### src/rtl/rbtt_pkg.sv
// Shared constants, codes and controller/datapath interface types for the receive bitmap tracker.
package rbtt_pkg;

   localparam int MAX_PKTS  = 1024;
   localparam int WORD_W    = 32;
   localparam int ROWS      = MAX_PKTS / WORD_W;
   localparam int ROW_W     = $clog2(ROWS);
   localparam int BIT_W     = $clog2(WORD_W);
   localparam int POS_W     = ROW_W + BIT_W;
   localparam int CNT_W     = POS_W + 1;
   localparam int TOK_W     = 16;
   localparam int ECHO_W    = TOK_W + 1;
   localparam int DIFF_W    = TOK_W + 2;
   localparam int FUNC_W    = 2;
   localparam int CSR_IDX_W = 1;
   localparam int MODC_W    = $clog2(CNT_W);

   typedef enum logic [FUNC_W-1:0] {
      FUNC_ARRIVE = 2'd0,
      FUNC_TOKEN  = 2'd1,
      FUNC_RELAX  = 2'd2
   } func_type;

   localparam logic [CSR_IDX_W-1:0] CSR_FLOW_PKTS    = 1'b0;
   localparam logic [CSR_IDX_W-1:0] CSR_TOKEN_WINDOW = 1'b1;

   typedef struct packed {
      logic cap;
      logic arr_read;
      logic arr_write;
      logic dup_set;
      logic mod_init;
      logic mod_step;
      logic scan_init;
      logic scan_from_cp;
      logic scan_read;
      logic scan_eval;
      logic cp_commit;
      logic tok_commit;
      logic echo_fin;
      logic relax;
      logic out_load;
   } rbtt_cmd_type;

   typedef struct packed {
      logic [FUNC_W-1:0] func;
      logic              arr_ok;
      logic              bit_set;
      logic              mod_needed;
      logic              mod_last;
      logic              scan_empty;
      logic              scan_hit;
      logic              scan_last;
      logic              scan_found;
      logic              out_free;
   } rbtt_status_type;

endpackage

### src/rtl/rbtt_ram.sv
// Generic single-write, single-read RAM with registered read data.
module rbtt_ram #(
   parameter int WIDTH = 32,
   parameter int DEPTH = 32
) (
   input  logic                     clock,
   input  logic                     wr_en,
   input  logic [$clog2(DEPTH)-1:0] wr_addr,
   input  logic [WIDTH-1:0]         wr_data,
   input  logic                     rd_en,
   input  logic [$clog2(DEPTH)-1:0] rd_addr,
   output logic [WIDTH-1:0]         rd_data
);

   logic [WIDTH-1:0] mem [DEPTH];

   always_ff @(posedge clock) begin
      if (wr_en) begin
         mem[wr_addr] <= wr_data;
      end
      if (rd_en) begin
         rd_data <= mem[rd_addr];
      end
   end

endmodule

### src/rtl/rbtt_ctrl.sv
// Sequencing state machine for the receive bitmap tracker.
module rbtt_ctrl (
   input  logic                     clock,
   input  logic                     reset,
   input  logic                     req_valid,
   output logic                     req_stall,
   output rbtt_pkg::rbtt_cmd_type   cmd,
   input  rbtt_pkg::rbtt_status_type status
);
   import rbtt_pkg::*;

   typedef enum logic [3:0] {
      ST_IDLE,
      ST_DISPATCH,
      ST_ARR_CHK,
      ST_ARR_FIN,
      ST_MOD,
      ST_TOK_INIT,
      ST_SCAN_RD,
      ST_SCAN_EV,
      ST_SCAN_END,
      ST_FINISH
   } state_type;

   typedef enum logic [1:0] {
      PASS_TOK_FIRST,
      PASS_TOK_SECOND,
      PASS_CP
   } pass_type;

   state_type state_ff, state_in;
   pass_type  pass_ff, pass_in;

   assign req_stall = (state_ff != ST_IDLE);

   always_comb begin
      state_in = state_ff;
      pass_in  = pass_ff;
      cmd      = '0;
      unique case (state_ff)
         ST_IDLE: begin
            if (req_valid) begin
               cmd.cap  = 1'b1;
               state_in = ST_DISPATCH;
            end
         end
         ST_DISPATCH: begin
            unique case (status.func)
               FUNC_ARRIVE: begin
                  if (status.arr_ok) begin
                     cmd.arr_read = 1'b1;
                     state_in     = ST_ARR_CHK;
                  end else begin
                     state_in = ST_FINISH;
                  end
               end
               FUNC_TOKEN: begin
                  pass_in = PASS_TOK_FIRST;
                  if (status.mod_needed) begin
                     cmd.mod_init = 1'b1;
                     state_in     = ST_MOD;
                  end else begin
                     cmd.scan_init = 1'b1;
                     state_in      = ST_SCAN_RD;
                  end
               end
               FUNC_RELAX: begin
                  cmd.relax = 1'b1;
                  state_in  = ST_FINISH;
               end
               default: begin
                  state_in = ST_FINISH;
               end
            endcase
         end
         ST_ARR_CHK: begin
            if (status.bit_set) begin
               cmd.dup_set = 1'b1;
               state_in    = ST_ARR_FIN;
            end else begin
               cmd.arr_write    = 1'b1;
               cmd.scan_init    = 1'b1;
               cmd.scan_from_cp = 1'b1;
               pass_in          = PASS_CP;
               state_in         = ST_SCAN_RD;
            end
         end
         ST_MOD: begin
            cmd.mod_step = 1'b1;
            if (status.mod_last) begin
               state_in = ST_TOK_INIT;
            end
         end
         ST_TOK_INIT: begin
            cmd.scan_init = 1'b1;
            state_in      = ST_SCAN_RD;
         end
         ST_SCAN_RD: begin
            if (status.scan_empty) begin
               state_in = ST_SCAN_END;
            end else begin
               cmd.scan_read = 1'b1;
               state_in      = ST_SCAN_EV;
            end
         end
         ST_SCAN_EV: begin
            cmd.scan_eval = 1'b1;
            if (status.scan_hit || status.scan_last) begin
               state_in = ST_SCAN_END;
            end else begin
               state_in = ST_SCAN_RD;
            end
         end
         ST_SCAN_END: begin
            unique case (pass_ff)
               PASS_CP: begin
                  cmd.cp_commit = 1'b1;
                  state_in      = ST_ARR_FIN;
               end
               PASS_TOK_FIRST: begin
                  if (status.scan_found) begin
                     cmd.tok_commit = 1'b1;
                     state_in       = ST_FINISH;
                  end else begin
                     cmd.scan_init    = 1'b1;
                     cmd.scan_from_cp = 1'b1;
                     pass_in          = PASS_TOK_SECOND;
                     state_in         = ST_SCAN_RD;
                  end
               end
               default: begin
                  cmd.tok_commit = 1'b1;
                  state_in       = ST_FINISH;
               end
            endcase
         end
         ST_ARR_FIN: begin
            cmd.echo_fin = 1'b1;
            state_in     = ST_FINISH;
         end
         ST_FINISH: begin
            if (status.out_free) begin
               cmd.out_load = 1'b1;
               state_in     = ST_IDLE;
            end
         end
         default: begin
            state_in = ST_IDLE;
         end
      endcase
   end

   always_ff @(posedge clock) begin
      if (reset) begin
         state_ff <= ST_IDLE;
         pass_ff  <= PASS_TOK_FIRST;
      end else begin
         state_ff <= state_in;
         pass_ff  <= pass_in;
      end
   end

endmodule

### src/rtl/rbtt_dp.sv
// Datapath of the receive bitmap tracker: flow state, bitmap RAM, word scanner and result register.
module rbtt_dp (
   input  logic                                 clock,
   input  logic                                 reset,
   input  logic [rbtt_pkg::FUNC_W-1:0]          req_func,
   input  logic [rbtt_pkg::POS_W-1:0]           req_pkt_seq,
   input  logic [rbtt_pkg::TOK_W-1:0]           req_token_seq,
   input  logic                                 req_free_tok,
   input  logic                                 csr_wr_en,
   input  logic [rbtt_pkg::CSR_IDX_W-1:0]       csr_index,
   input  logic [rbtt_pkg::CNT_W-1:0]           csr_wdata,
   input  rbtt_pkg::rbtt_cmd_type               cmd,
   output rbtt_pkg::rbtt_status_type            status,
   input  logic                                 rsp_stall,
   output logic                                 rsp_valid,
   output logic [rbtt_pkg::POS_W-1:0]           rsp_token_pkt_seq,
   output logic [rbtt_pkg::TOK_W-1:0]           rsp_token_number,
   output logic [rbtt_pkg::CNT_W-1:0]           rsp_remaining,
   output logic [rbtt_pkg::TOK_W-1:0]           rsp_token_gap,
   output logic                                 rsp_gap_error,
   output logic                                 rsp_fin_now,
   output logic                                 rsp_done_res,
   output logic                                 rsp_duplicate,
   output logic                                 rsp_none_missing,
   output logic [rbtt_pkg::CNT_W-1:0]           rsp_in_order_point
);
   import rbtt_pkg::*;

   function automatic logic [BIT_W-1:0] first_one(input logic [WORD_W-1:0] v);
      logic [BIT_W-1:0] idx;
      idx = '0;
      for (int j = WORD_W - 1; j >= 0; j--) begin
         if (v[j]) begin
            idx = BIT_W'(j);
         end
      end
      return idx;
   endfunction

   // configuration
   logic [CNT_W-1:0] flow_ff, flow_in;
   logic [CNT_W-1:0] window_ff, window_in;

   // captured word
   logic [FUNC_W-1:0] func_ff;
   logic [POS_W-1:0]  dseq_ff;
   logic [TOK_W-1:0]  tseq_ff;
   logic              free_ff;

   // flow state
   logic [CNT_W-1:0]         rt_ff, rt_in;
   logic [CNT_W-1:0]         cp_ff, cp_in;
   logic signed [ECHO_W-1:0] he_ff, he_in;
   logic [TOK_W-1:0]         ti_ff, ti_in;
   logic [CNT_W-1:0]         lt_next_ff, lt_next_in;
   logic                     fin_flag_ff, fin_flag_in;
   logic [ROWS-1:0]          row_valid_ff, row_valid_in;
   logic                     rd_valid_ff, rd_valid_in;

   // wrap reduction
   logic [CNT_W-1:0]  rem_ff, rem_in;
   logic [MODC_W-1:0] mod_cnt_ff, mod_cnt_in;

   // scanner
   logic [ROW_W-1:0] scan_row_ff, scan_row_in;
   logic [BIT_W-1:0] scan_lo_ff, scan_lo_in;
   logic             scan_empty_ff, scan_empty_in;
   logic             hit_ff, hit_in;
   logic [POS_W-1:0] hit_pos_ff, hit_pos_in;

   // per-word results
   logic [POS_W-1:0] res_dseq_ff, res_dseq_in;
   logic [TOK_W-1:0] res_num_ff, res_num_in;
   logic             res_none_ff, res_none_in;
   logic             res_dup_ff, res_dup_in;
   logic             res_fin_ff, res_fin_in;

   logic rsp_valid_ff, rsp_valid_in;

   logic [CNT_W-1:0]         fp;
   logic [POS_W-1:0]         fp_m1;
   logic [ROW_W-1:0]         last_row;
   logic                     ram_rd_en;
   logic [ROW_W-1:0]         ram_rd_addr;
   logic [WORD_W-1:0]        ram_rd_data;
   logic [WORD_W-1:0]        word;
   logic [WORD_W-1:0]        wr_word;
   logic [WORD_W-1:0]        lo_mask;
   logic [WORD_W-1:0]        lim_mask;
   logic [WORD_W-1:0]        miss;
   logic [CNT_W-1:0]         room;
   logic [CNT_W-1:0]         r2;
   logic [CNT_W-1:0]         scan_start;
   logic                     mod_needed;
   logic signed [DIFF_W-1:0] diff;
   logic signed [DIFF_W-1:0] diff_m1;
   logic [TOK_W-1:0]         gap;
   logic [CNT_W-1:0]         remaining;

   always_comb begin
      if (flow_ff == '0) begin
         fp = CNT_W'(1);
      end else if (flow_ff > CNT_W'(MAX_PKTS)) begin
         fp = CNT_W'(MAX_PKTS);
      end else begin
         fp = flow_ff;
      end
   end

   assign fp_m1      = POS_W'(fp - CNT_W'(1));
   assign last_row   = fp_m1[POS_W-1:BIT_W];
   assign mod_needed = (lt_next_ff >= fp);

   assign ram_rd_en   = cmd.arr_read | cmd.scan_read;
   assign ram_rd_addr = cmd.scan_read ? scan_row_ff : dseq_ff[POS_W-1:BIT_W];
   assign word        = rd_valid_ff ? ram_rd_data : '0;
   assign wr_word     = word | (WORD_W'(1) << dseq_ff[BIT_W-1:0]);

   rbtt_ram #(
      .WIDTH(WORD_W),
      .DEPTH(ROWS)
   ) u_map (
      .clock  (clock),
      .wr_en  (cmd.arr_write),
      .wr_addr(dseq_ff[POS_W-1:BIT_W]),
      .wr_data(wr_word),
      .rd_en  (ram_rd_en),
      .rd_addr(ram_rd_addr),
      .rd_data(ram_rd_data)
   );

   assign room = fp - {1'b0, scan_row_ff, {BIT_W{1'b0}}};

   always_comb begin
      for (int j = 0; j < WORD_W; j++) begin
         lo_mask[j]  = (BIT_W'(j) >= scan_lo_ff);
         lim_mask[j] = (CNT_W'(j) < room);
      end
   end

   assign miss = ~word & lo_mask & lim_mask;
   assign r2   = {rem_ff[CNT_W-2:0], lt_next_ff[mod_cnt_ff]};

   assign scan_start = cmd.scan_from_cp ? cp_ff : (mod_needed ? rem_ff : lt_next_ff);

   assign diff    = $signed({2'b00, ti_ff}) - $signed({he_ff[ECHO_W-1], he_ff});
   assign diff_m1 = diff - DIFF_W'(1);

   always_comb begin
      if (diff[DIFF_W-1] || (diff == '0)) begin
         gap = '0;
      end else if (diff_m1[DIFF_W-1:TOK_W] != '0) begin
         gap = '1;
      end else begin
         gap = diff_m1[TOK_W-1:0];
      end
   end

   assign remaining = (rt_ff >= fp) ? '0 : fp - rt_ff;

   always_comb begin
      status            = '0;
      status.func       = func_ff;
      status.arr_ok     = !fin_flag_ff && ({1'b0, dseq_ff} < fp);
      status.bit_set    = word[dseq_ff[BIT_W-1:0]];
      status.mod_needed = mod_needed;
      status.mod_last   = (mod_cnt_ff == '0);
      status.scan_empty = scan_empty_ff;
      status.scan_hit   = |miss;
      status.scan_last  = (scan_row_ff == last_row);
      status.scan_found = hit_ff;
      status.out_free   = !rsp_valid_ff || !rsp_stall;
   end

   always_comb begin
      flow_in       = flow_ff;
      window_in     = window_ff;
      rt_in         = rt_ff;
      cp_in         = cp_ff;
      he_in         = he_ff;
      ti_in         = ti_ff;
      lt_next_in    = lt_next_ff;
      fin_flag_in   = fin_flag_ff;
      row_valid_in  = row_valid_ff;
      rd_valid_in   = rd_valid_ff;
      rem_in        = rem_ff;
      mod_cnt_in    = mod_cnt_ff;
      scan_row_in   = scan_row_ff;
      scan_lo_in    = scan_lo_ff;
      scan_empty_in = scan_empty_ff;
      hit_in        = hit_ff;
      hit_pos_in    = hit_pos_ff;
      res_dseq_in   = res_dseq_ff;
      res_num_in    = res_num_ff;
      res_none_in   = res_none_ff;
      res_dup_in    = res_dup_ff;
      res_fin_in    = res_fin_ff;
      rsp_valid_in  = rsp_valid_ff && rsp_stall;

      if (csr_wr_en) begin
         unique case (csr_index)
            CSR_FLOW_PKTS:    flow_in   = csr_wdata;
            CSR_TOKEN_WINDOW: window_in = csr_wdata;
            default: ;
         endcase
      end

      if (cmd.cap) begin
         res_dseq_in = '0;
         res_num_in  = '0;
         res_none_in = 1'b0;
         res_dup_in  = 1'b0;
         res_fin_in  = 1'b0;
      end

      if (ram_rd_en) begin
         rd_valid_in = row_valid_ff[ram_rd_addr];
      end

      if (cmd.arr_write) begin
         rt_in                                  = rt_ff + CNT_W'(1);
         row_valid_in[dseq_ff[POS_W-1:BIT_W]]   = 1'b1;
      end

      if (cmd.dup_set) begin
         res_dup_in = 1'b1;
      end

      if (cmd.mod_init) begin
         rem_in     = '0;
         mod_cnt_in = MODC_W'(CNT_W - 1);
      end

      if (cmd.mod_step) begin
         rem_in     = (r2 >= fp) ? r2 - fp : r2;
         mod_cnt_in = mod_cnt_ff - MODC_W'(1);
      end

      if (cmd.scan_init) begin
         scan_row_in   = scan_start[POS_W-1:BIT_W];
         scan_lo_in    = scan_start[BIT_W-1:0];
         scan_empty_in = (scan_start >= fp);
         hit_in        = 1'b0;
      end

      if (cmd.scan_eval) begin
         hit_in      = |miss;
         hit_pos_in  = {scan_row_ff, first_one(miss)};
         scan_row_in = scan_row_ff + ROW_W'(1);
         scan_lo_in  = '0;
      end

      if (cmd.cp_commit) begin
         if (hit_ff) begin
            cp_in = {1'b0, hit_pos_ff};
         end else if (cp_ff < fp) begin
            cp_in = fp;
         end
      end

      if (cmd.tok_commit) begin
         if (hit_ff) begin
            res_dseq_in = hit_pos_ff;
            if (!free_ff) begin
               res_num_in = ti_ff;
               ti_in      = ti_ff + TOK_W'(1);
               lt_next_in = {1'b0, hit_pos_ff} + CNT_W'(1);
            end
         end else begin
            res_none_in = 1'b1;
         end
      end

      if (cmd.echo_fin) begin
         if (!free_ff && ($signed({1'b0, tseq_ff}) > he_ff)) begin
            he_in = $signed({1'b0, tseq_ff});
         end
         if (rt_ff >= fp) begin
            res_fin_in  = 1'b1;
            fin_flag_in = 1'b1;
         end
      end

      if (cmd.relax) begin
         he_in = $signed({1'b0, ti_ff}) - $signed({{(ECHO_W-CNT_W){1'b0}}, window_ff});
      end

      if (cmd.out_load) begin
         rsp_valid_in = 1'b1;
      end
   end

   always_ff @(posedge clock) begin
      if (reset) begin
         flow_ff      <= CNT_W'(1);
         window_ff    <= CNT_W'(1);
         rt_ff        <= '0;
         cp_ff        <= '0;
         he_ff        <= '1;
         ti_ff        <= '0;
         lt_next_ff   <= '0;
         fin_flag_ff  <= 1'b0;
         row_valid_ff <= '0;
         rsp_valid_ff <= 1'b0;
      end else begin
         flow_ff      <= flow_in;
         window_ff    <= window_in;
         rt_ff        <= rt_in;
         cp_ff        <= cp_in;
         he_ff        <= he_in;
         ti_ff        <= ti_in;
         lt_next_ff   <= lt_next_in;
         fin_flag_ff  <= fin_flag_in;
         row_valid_ff <= row_valid_in;
         rsp_valid_ff <= rsp_valid_in;
      end
   end

   always_ff @(posedge clock) begin
      if (cmd.cap) begin
         func_ff <= req_func;
         dseq_ff <= req_pkt_seq;
         tseq_ff <= req_token_seq;
         free_ff <= req_free_tok;
      end
      rd_valid_ff   <= rd_valid_in;
      rem_ff        <= rem_in;
      mod_cnt_ff    <= mod_cnt_in;
      scan_row_ff   <= scan_row_in;
      scan_lo_ff    <= scan_lo_in;
      scan_empty_ff <= scan_empty_in;
      hit_ff        <= hit_in;
      hit_pos_ff    <= hit_pos_in;
      res_dseq_ff   <= res_dseq_in;
      res_num_ff    <= res_num_in;
      res_none_ff   <= res_none_in;
      res_dup_ff    <= res_dup_in;
      res_fin_ff    <= res_fin_in;
   end

   always_ff @(posedge clock) begin
      if (cmd.out_load) begin
         rsp_token_pkt_seq  <= res_dseq_ff;
         rsp_token_number   <= res_num_ff;
         rsp_remaining      <= remaining;
         rsp_token_gap      <= gap;
         rsp_gap_error      <= diff[DIFF_W-1];
         rsp_fin_now        <= res_fin_ff;
         rsp_done_res       <= fin_flag_ff;
         rsp_duplicate      <= res_dup_ff;
         rsp_none_missing   <= res_none_ff;
         rsp_in_order_point <= cp_ff;
      end
   end

   assign rsp_valid = rsp_valid_ff;

endmodule

### src/rtl/receive_bitmap_token_tracker_core.sv
// Top level of the receive bitmap tracker: controller, datapath and ports.
//
// One word is worked on at a time, and the next word is taken while a finished
// result still waits in the output register. The received bitmap lives in a
// 32-word by 32-bit RAM with one valid bit per row, so it reads as all clear
// after reset without any clearing pass. An arrival reads its bitmap word; a
// new packet sets its bit and scans the bitmap words from the in-order point
// to move that point forward, a duplicate flags the result without a write,
// and an ignored arrival goes straight to the result. A token request runs
// the find-first-zero scanner, with a second pass when the scan wraps back to
// the in-order point (a pass with nothing to read when the in-order point
// already sits at the flow size), and first has the shift-subtract unit reduce
// the previous token's position when the position after its packet lies at or
// past the flow size. Relax and unused codes go straight to the result. The
// scanner reads one RAM word and evaluates it before it reads the next.
module receive_bitmap_token_tracker_core (
   input  logic                           clock,
   input  logic                           reset,
   input  logic                           req_valid,
   output logic                           req_stall,
   input  logic [rbtt_pkg::FUNC_W-1:0]    req_func,
   input  logic [rbtt_pkg::POS_W-1:0]     req_pkt_seq,
   input  logic [rbtt_pkg::TOK_W-1:0]     req_token_seq,
   input  logic                           req_free_tok,
   output logic                           rsp_valid,
   input  logic                           rsp_stall,
   output logic [rbtt_pkg::POS_W-1:0]     rsp_token_pkt_seq,
   output logic [rbtt_pkg::TOK_W-1:0]     rsp_token_number,
   output logic [rbtt_pkg::CNT_W-1:0]     rsp_remaining,
   output logic [rbtt_pkg::TOK_W-1:0]     rsp_token_gap,
   output logic                           rsp_gap_error,
   output logic                           rsp_fin_now,
   output logic                           rsp_done_res,
   output logic                           rsp_duplicate,
   output logic                           rsp_none_missing,
   output logic [rbtt_pkg::CNT_W-1:0]     rsp_in_order_point,
   input  logic                           csr_wr_en,
   input  logic [rbtt_pkg::CSR_IDX_W-1:0] csr_index,
   input  logic [rbtt_pkg::CNT_W-1:0]     csr_wdata
);
   import rbtt_pkg::*;

   rbtt_cmd_type    cmd;
   rbtt_status_type status;

   rbtt_ctrl u_ctrl (
      .clock    (clock),
      .reset    (reset),
      .req_valid(req_valid),
      .req_stall(req_stall),
      .cmd      (cmd),
      .status   (status)
   );

   rbtt_dp u_dp (
      .clock             (clock),
      .reset             (reset),
      .req_func          (req_func),
      .req_pkt_seq       (req_pkt_seq),
      .req_token_seq     (req_token_seq),
      .req_free_tok      (req_free_tok),
      .csr_wr_en         (csr_wr_en),
      .csr_index         (csr_index),
      .csr_wdata         (csr_wdata),
      .cmd               (cmd),
      .status            (status),
      .rsp_stall         (rsp_stall),
      .rsp_valid         (rsp_valid),
      .rsp_token_pkt_seq (rsp_token_pkt_seq),
      .rsp_token_number  (rsp_token_number),
      .rsp_remaining     (rsp_remaining),
      .rsp_token_gap     (rsp_token_gap),
      .rsp_gap_error     (rsp_gap_error),
      .rsp_fin_now       (rsp_fin_now),
      .rsp_done_res      (rsp_done_res),
      .rsp_duplicate     (rsp_duplicate),
      .rsp_none_missing  (rsp_none_missing),
      .rsp_in_order_point(rsp_in_order_point)
   );

endmodule

### config.mk
export PLATFORM = sky130hd
export DESIGN_NAME = receive_bitmap_token_tracker_core
export DESIGN_NICKNAME = d
export VERILOG_FILES = /design/src/rtl/rbtt_pkg.sv /design/src/rtl/rbtt_ram.sv /design/src/rtl/rbtt_ctrl.sv /design/src/rtl/rbtt_dp.sv /design/src/rtl/receive_bitmap_token_tracker_core.sv
export SDC_FILE = /design/constraint.sdc
export NUM_CORES = 2
export LEC_CHECK = 0
export BUFFER_PORTS_ARGS = -buffer_cell sky130_fd_sc_hd__buf_2
export CAP_MARGIN = 20
export CORE_UTILIZATION = 35
export CTS_BUF_LIST = sky130_fd_sc_hd__clkbuf_8
export DETAILED_ROUTE_END_ITERATION = 8
export PLACE_DENSITY = 0.59
export SLEW_MARGIN = 20
export SYNTH_ARGS = -nofsm -noshare
export SYNTH_HDL_FRONTEND = slang
export SYNTH_HIERARCHICAL = 1
export SYNTH_SLANG_ARGS = --single-unit
export TNS_END_PERCENT = 10
### constraint.sdc
create_clock -name clock -period 4.8 [get_ports clock]
set_input_delay 0.72 -clock clock [delete_from_list [all_inputs] [get_ports clock]]
set_output_delay 0.72 -clock clock [all_outputs]
set_load 0.05 [all_outputs]
==> metrics.log <==
INFO  metric run_status = finished clean
INFO  metric slowest_stage = sky130_fd_sc_hd__mux4_2
INFO  metric drt-pass1-iter-count = 5
INFO  metric cp.arrival = 5290 ps
INFO  metric htree_levels = 4
INFO  metric gp_congestion = 0.8967
INFO  metric setup_repair_after_global_routing_missed_its_margin = yes
INFO  metric place_ws = -142.2 ps
INFO  metric sequentialPowerShare = 44.4%
INFO  metric post_synth_mux_area_share = 10.26%
INFO  metric grt_max_degree = 97
INFO  metric cts_root_buffer = sky130_fd_sc_hd__clkbuf_8
INFO  metric yosys-top-cells-area = sky130_fd_sc_hd__edfxtp_1 (61%), sky130_fd_sc_hd__mux2i_1 (9.6%), sky130_fd_sc_hd__dfxtp_1 (5.5%)
INFO  metric min_period = 4601 ps
INFO  metric max_slew_margin = 30.73%
INFO  metric buffers_from_clock_root_to_sink_at_most = 3
INFO  metric dp.final_hpwl = 99660 um
INFO  metric share_of_synthesized_area_occupied_by_flip_flops_and_latches = 66.19%
INFO  metric timing.setup.critical_path_class = reg2reg
INFO  metric timing.critical_path.buf_inv = 4
INFO  metric final_nets = 4790
INFO  metric cp_common_cell = sky130_fd_sc_hd__a21o_1
INFO  metric fp.dieArea = 169500 um2
INFO  metric drtAntennaViolNets = 0
INFO  metric syn_inst_count = 4264
INFO  metric critPathTopFamily = compound AO/OA/AOI/OAI gates
INFO  metric clock_sinks = 1349
INFO  metric die_height = 411.7 um
INFO  metric floorplan.die.width = 411.7 um
INFO  metric grt_antenna_before_repair = 15
INFO  metric clock_power_share = 31.1%
INFO  metric synthesized_area_fraction_occupied_by_adder_cells = 2.662%
INFO  metric placement.io_buffers = 116
INFO  metric postSynthRegisterBits = 1349
INFO  metric setup-violations-final = 0
INFO  metric ff_latch_area = 38890 um2
INFO  metric floorplan.initialDensity = 35.45%
INFO  metric fill_cells = 15270
INFO  metric yosys.area_share.xor_xnor = 1.252%
INFO  metric crit_path_cell_trace = buf_4 -> mux4_2 -> mux4_2 -> mux2i_1 -> nor2_1 -> and3b_1 -> nor2_1 -> inv_1 -> buf_4 -> buf_4 -> nand2_1 -> o21ai_0 -> ha_1 -> a21o_1 -> a21o_1 -> a21o_1 -> a21o_1 -> a2111oi_4 -> o21bai_1 -> a21o_1
INFO  metric synthesis.area_per_instance = 13.78 um2
INFO  metric finalClockSkew = 57.36 ps
INFO  metric setup.worst_path.end_class = register
INFO  metric net_switching_power = 0.009913 W
INFO  metric timing.rr.start = u_dp/dseq_ff[0]$_DFFE_PP_
INFO  metric synthesis_to_finish_area_growth = 16.14%
INFO  metric grt_pass1_wl = 240100 um
INFO  metric groute.usage.overall = 19.21%
INFO  metric synth_ff_type = sky130_fd_sc_hd__edfxtp_1
INFO  metric first_global_vias = 36210
INFO  metric synth_edf_count = 1187
INFO  metric intPower = 0.02115 W
INFO  metric worst_r2r_path_depth = 20
INFO  metric drt_drc_violations_left = 0
INFO  metric post_cts_clock_slew_at_the_launch_and_capture_registers_of_the_worst_setup_and_hold_paths = 70 ps
INFO  metric timing.critical_path.required = 5490 ps
INFO  metric row_count = 149
INFO  metric setup.worst_path.start_class = register
INFO  metric min_to = u_dp/ti_ff[4]$_SDFFE_PP0P_
INFO  metric detailedRoute.firstIterationViolations = 3590
INFO  metric dominant_combinational_cell_family_by_area_after_synthesis = multiplexers
INFO  metric power_leakage = 24.89 nW
INFO  metric post-synth-top-area-cell = sky130_fd_sc_hd__edfxtp_1
INFO  metric synth_top_cell_area_share = 60.67%
INFO  metric cp_max_fo = 18
INFO  metric maxSlewViolCount = 0
INFO  metric grt.overflow.total = 0
INFO  metric hold_violations = 0
INFO  metric ys_warn_count = 6
INFO  metric worst_hold_path_type = in2reg
INFO  metric avgRoutedWirePerCell = 23.63 um
INFO  metric multi_input_comb_area = 18900 um2
INFO  metric synth_cell_type_count = 97
INFO  metric hp-start = reset
INFO  metric io_pins = 117
INFO  metric irDropWorstVdd = 0.0003357 V
INFO  metric ys_async_sr_fraction = 0%
INFO  metric timing.reg2reg.setup_slack = 200 ps
INFO  metric viasPerCell = 5.299
INFO  metric synthSimpleGateAreaFrac = 7.953%
INFO  metric hold_path_depth = 2
INFO  metric drt-total-wl = 165400 um
INFO  metric timing.fmax = 217.4 MHz
INFO  metric synth-compound-area-share = 9.045%
INFO  metric core-area = 165700 um2
INFO  metric combinational_group_share_of_total_power = 24.5%
INFO  metric power_density = 455.2 nW/um2
INFO  metric vias = 37080
INFO  metric setup_slack_of_the_critical_path_after_layout = 199.5 ps
INFO  metric total_cts_buffers = 219
INFO  metric clock_insertion_delay_worst_skew = 940 ps
INFO  metric syn-cell-area = 58750 um2
INFO  metric cap_violations = 0
INFO  metric switching_share = 31.92%
INFO  metric synth_fp_nets = 4432
INFO  metric timing.rr.end = u_dp/scan_empty_ff$_DFFE_PP_
INFO  metric max_stage_delay = 520 ps
INFO  metric hold_slack = 120.5 ps
INFO  metric drive_gt1_share = 15.65%
INFO  metric timing.final.crit_share = 95.84%
INFO  metric cts_tree = done
INFO  metric tightestPinTransition = 1035 ps
INFO  metric totalNegativeSetupSlack = 0 ps
registers in the layout (all words and copies together) (netlist names), 16 cells and up:
| signal | count |
|---|---|
| u_dp/u_map/mem | 1024 |
| u_dp/row_valid_ff | 32 |
| u_dp/u_map/rd_data | 32 |
| u_dp/he_ff | 17 |
| u_dp/res_num_ff | 16 |
| u_dp/rsp_token_gap | 16 |
| u_dp/rsp_token_number | 16 |
| u_dp/ti_ff | 16 |
| u_dp/tseq_ff | 16 |
cell usage after synthesis, types with 14 or more instances:
master,instances
sky130_fd_sc_hd__buf_2,37
sky130_fd_sc_hd__buf_1,16
sky130_fd_sc_hd__buf_4,38
sky130_fd_sc_hd__o21ai_0,148
sky130_fd_sc_hd__nor2b_1,36
sky130_fd_sc_hd__nor3_1,71
sky130_fd_sc_hd__o22ai_1,15
sky130_fd_sc_hd__ha_1,117
sky130_fd_sc_hd__a22oi_1,101
sky130_fd_sc_hd__nand3b_1,18
sky130_fd_sc_hd__or3_1,15
sky130_fd_sc_hd__nand2_1,335
sky130_fd_sc_hd__buf_6,18
sky130_fd_sc_hd__edfxtp_1,1187
sky130_fd_sc_hd__a211oi_1,41
sky130_fd_sc_hd__nand3_1,143
sky130_fd_sc_hd__a21oi_1,230
sky130_fd_sc_hd__a21o_1,41
sky130_fd_sc_hd__nor2_1,214
sky130_fd_sc_hd__dfxtp_1,162
sky130_fd_sc_hd__xor2_1,30
sky130_fd_sc_hd__xnor2_1,54
sky130_fd_sc_hd__mux2i_1,563
sky130_fd_sc_hd__nand4_1,21
sky130_fd_sc_hd__a22o_1,68
sky130_fd_sc_hd__a31oi_1,47
sky130_fd_sc_hd__nand2b_1,35
sky130_fd_sc_hd__o21a_1,14
sky130_fd_sc_hd__inv_1,95
sky130_fd_sc_hd__mux4_2,14
sky130_fd_sc_hd__and2_1,15
sky130_fd_sc_hd__clkbuf_1,115
sky130_fd_sc_hd__and3_1,16
how the worst max path moves through the flow:
stage	end	slack [ps]	cells past startpoint	start
2_1_floorplan	u_dp/scan_empty_ff$_DFFE_PP_	0.2	21	u_dp/dseq_ff[0]$_DFFE_PP_
3_3_place_gp	u_dp/scan_empty_ff$_DFFE_PP_	-160	24	u_dp/flow_ff[5]$_SDFFE_PP0P_
3_5_place_dp	u_dp/scan_empty_ff$_DFFE_PP_	-140	23	u_dp/flow_ff[5]$_SDFFE_PP0P_
4_1_cts	u_dp/scan_empty_ff$_DFFE_PP_	10	23	u_dp/flow_ff[5]$_SDFFE_PP0P_
5_1_grt	u_ctrl/state_ff[1]$_SDFFE_PP0P_	-50	17	u_dp/flow_ff[10]$_SDFFE_PP0P_
6_report	u_dp/scan_empty_ff$_DFFE_PP_	200	20	u_dp/dseq_ff[0]$_DFFE_PP_
layout make-up:
class / count / area share (%)
antenna: 5 / 0.01834
clock buffer: 230 / 4.640
clock inverter: 173 / 1.577
inverter: 96 / 0.5391
multi-input combinational: 2592 / 27.71
sequential: 1349 / 57.00
tap: 2189 / 4.014
timing repair buffer: 364 / 4.509
cells by family after synthesis:
family,count (synthesis)
multiplexers,584
AO/OA/AOI/OAI,815
AND/OR/NAND/NOR,987
XOR/XNOR,84
buffers and inverters,323
adder cells (fa/ha/maj),122
flip-flops,1349
worst reg2reg max path, stage by stage, from the launching register on:
cell and delay [ps]:
sky130_fd_sc_hd__edfxtp_1 350, sky130_fd_sc_hd__buf_4 190, sky130_fd_sc_hd__mux4_2 520, sky130_fd_sc_hd__mux4_2 490
sky130_fd_sc_hd__mux2i_1 180, sky130_fd_sc_hd__nor2_1 150, sky130_fd_sc_hd__and3b_1 260, sky130_fd_sc_hd__nor2_1 70
sky130_fd_sc_hd__inv_1 110, sky130_fd_sc_hd__buf_4 140, sky130_fd_sc_hd__buf_4 190, sky130_fd_sc_hd__nand2_1 70
sky130_fd_sc_hd__o21ai_0 130, sky130_fd_sc_hd__ha_1 290, sky130_fd_sc_hd__a21o_1 150, sky130_fd_sc_hd__a21o_1 170
sky130_fd_sc_hd__a21o_1 170, sky130_fd_sc_hd__a21o_1 180, sky130_fd_sc_hd__a2111oi_4 290, sky130_fd_sc_hd__o21bai_1 90
sky130_fd_sc_hd__a21o_1 160
power by group through the flow:
stage          logic, W  clock network (W)  registers (W)
2_1_floorplan   0.00488                  0         0.0140
3_3_place_gp    0.00744                  0         0.0140
3_5_place_dp    0.00746                  0         0.0140
4_1_cts         0.00753            0.00991         0.0138
5_1_grt         0.00817             0.0104         0.0138
6_report        0.00762            0.00965         0.0138
per-stage QoR:
step	total power, W	utilization (%)	instances	instance area (um2)
2_1_floorplan	0.01889	-	4264	58760
3_3_place_gp	0.02147	38.24	6546	63370
3_5_place_dp	0.02149	38.26	6547	63410
4_1_cts	0.03123	41.08	6991	68080
5_1_grt	0.03238	41.17	6997	68230
6_report	0.03106	41.17	6998	68230
what timing repair did:
action                     4_1_cts  5_1_grt
hold buffers                    41        0
gates resized for setup          5       12
pin swaps                        0       12
setup endpoints to repair        1        2
cloned                           0        0
hold endpoints to repair        41        0
buffers inserted                 0        2
cell usage in the layout, fill, tap and decap left out, drive strengths merged, types with 16 or more instances in the layout:
cell type    instances
a22oi              101
edfxtp            1187
nand3              143
nor3                71
nand4               21
dfxtp              162
clkinv              85
nand2b              35
o21ai              151
dlygate4sd3         41
a211oi              42
clkbuf             230
xor2                30
a21oi              233
ha                 117
and3                16
nand2              335
buf                323
a31oi               47
nor2b               36
a22o                68
inv                172
nand3b              18
mux2i              563
a21o                42
xnor2               54
nor2               215
metal layers:
metal	vias up	track usage [%]	wire (um)
met5	-	0	63
met4	12	6.749	4837
met1	18490	25.96	72130
met2	1234	30.05	75810
li1	17070	-	-
met3	285	4.582	12550
Note: power is estimated with default switching activity, not from simulation.
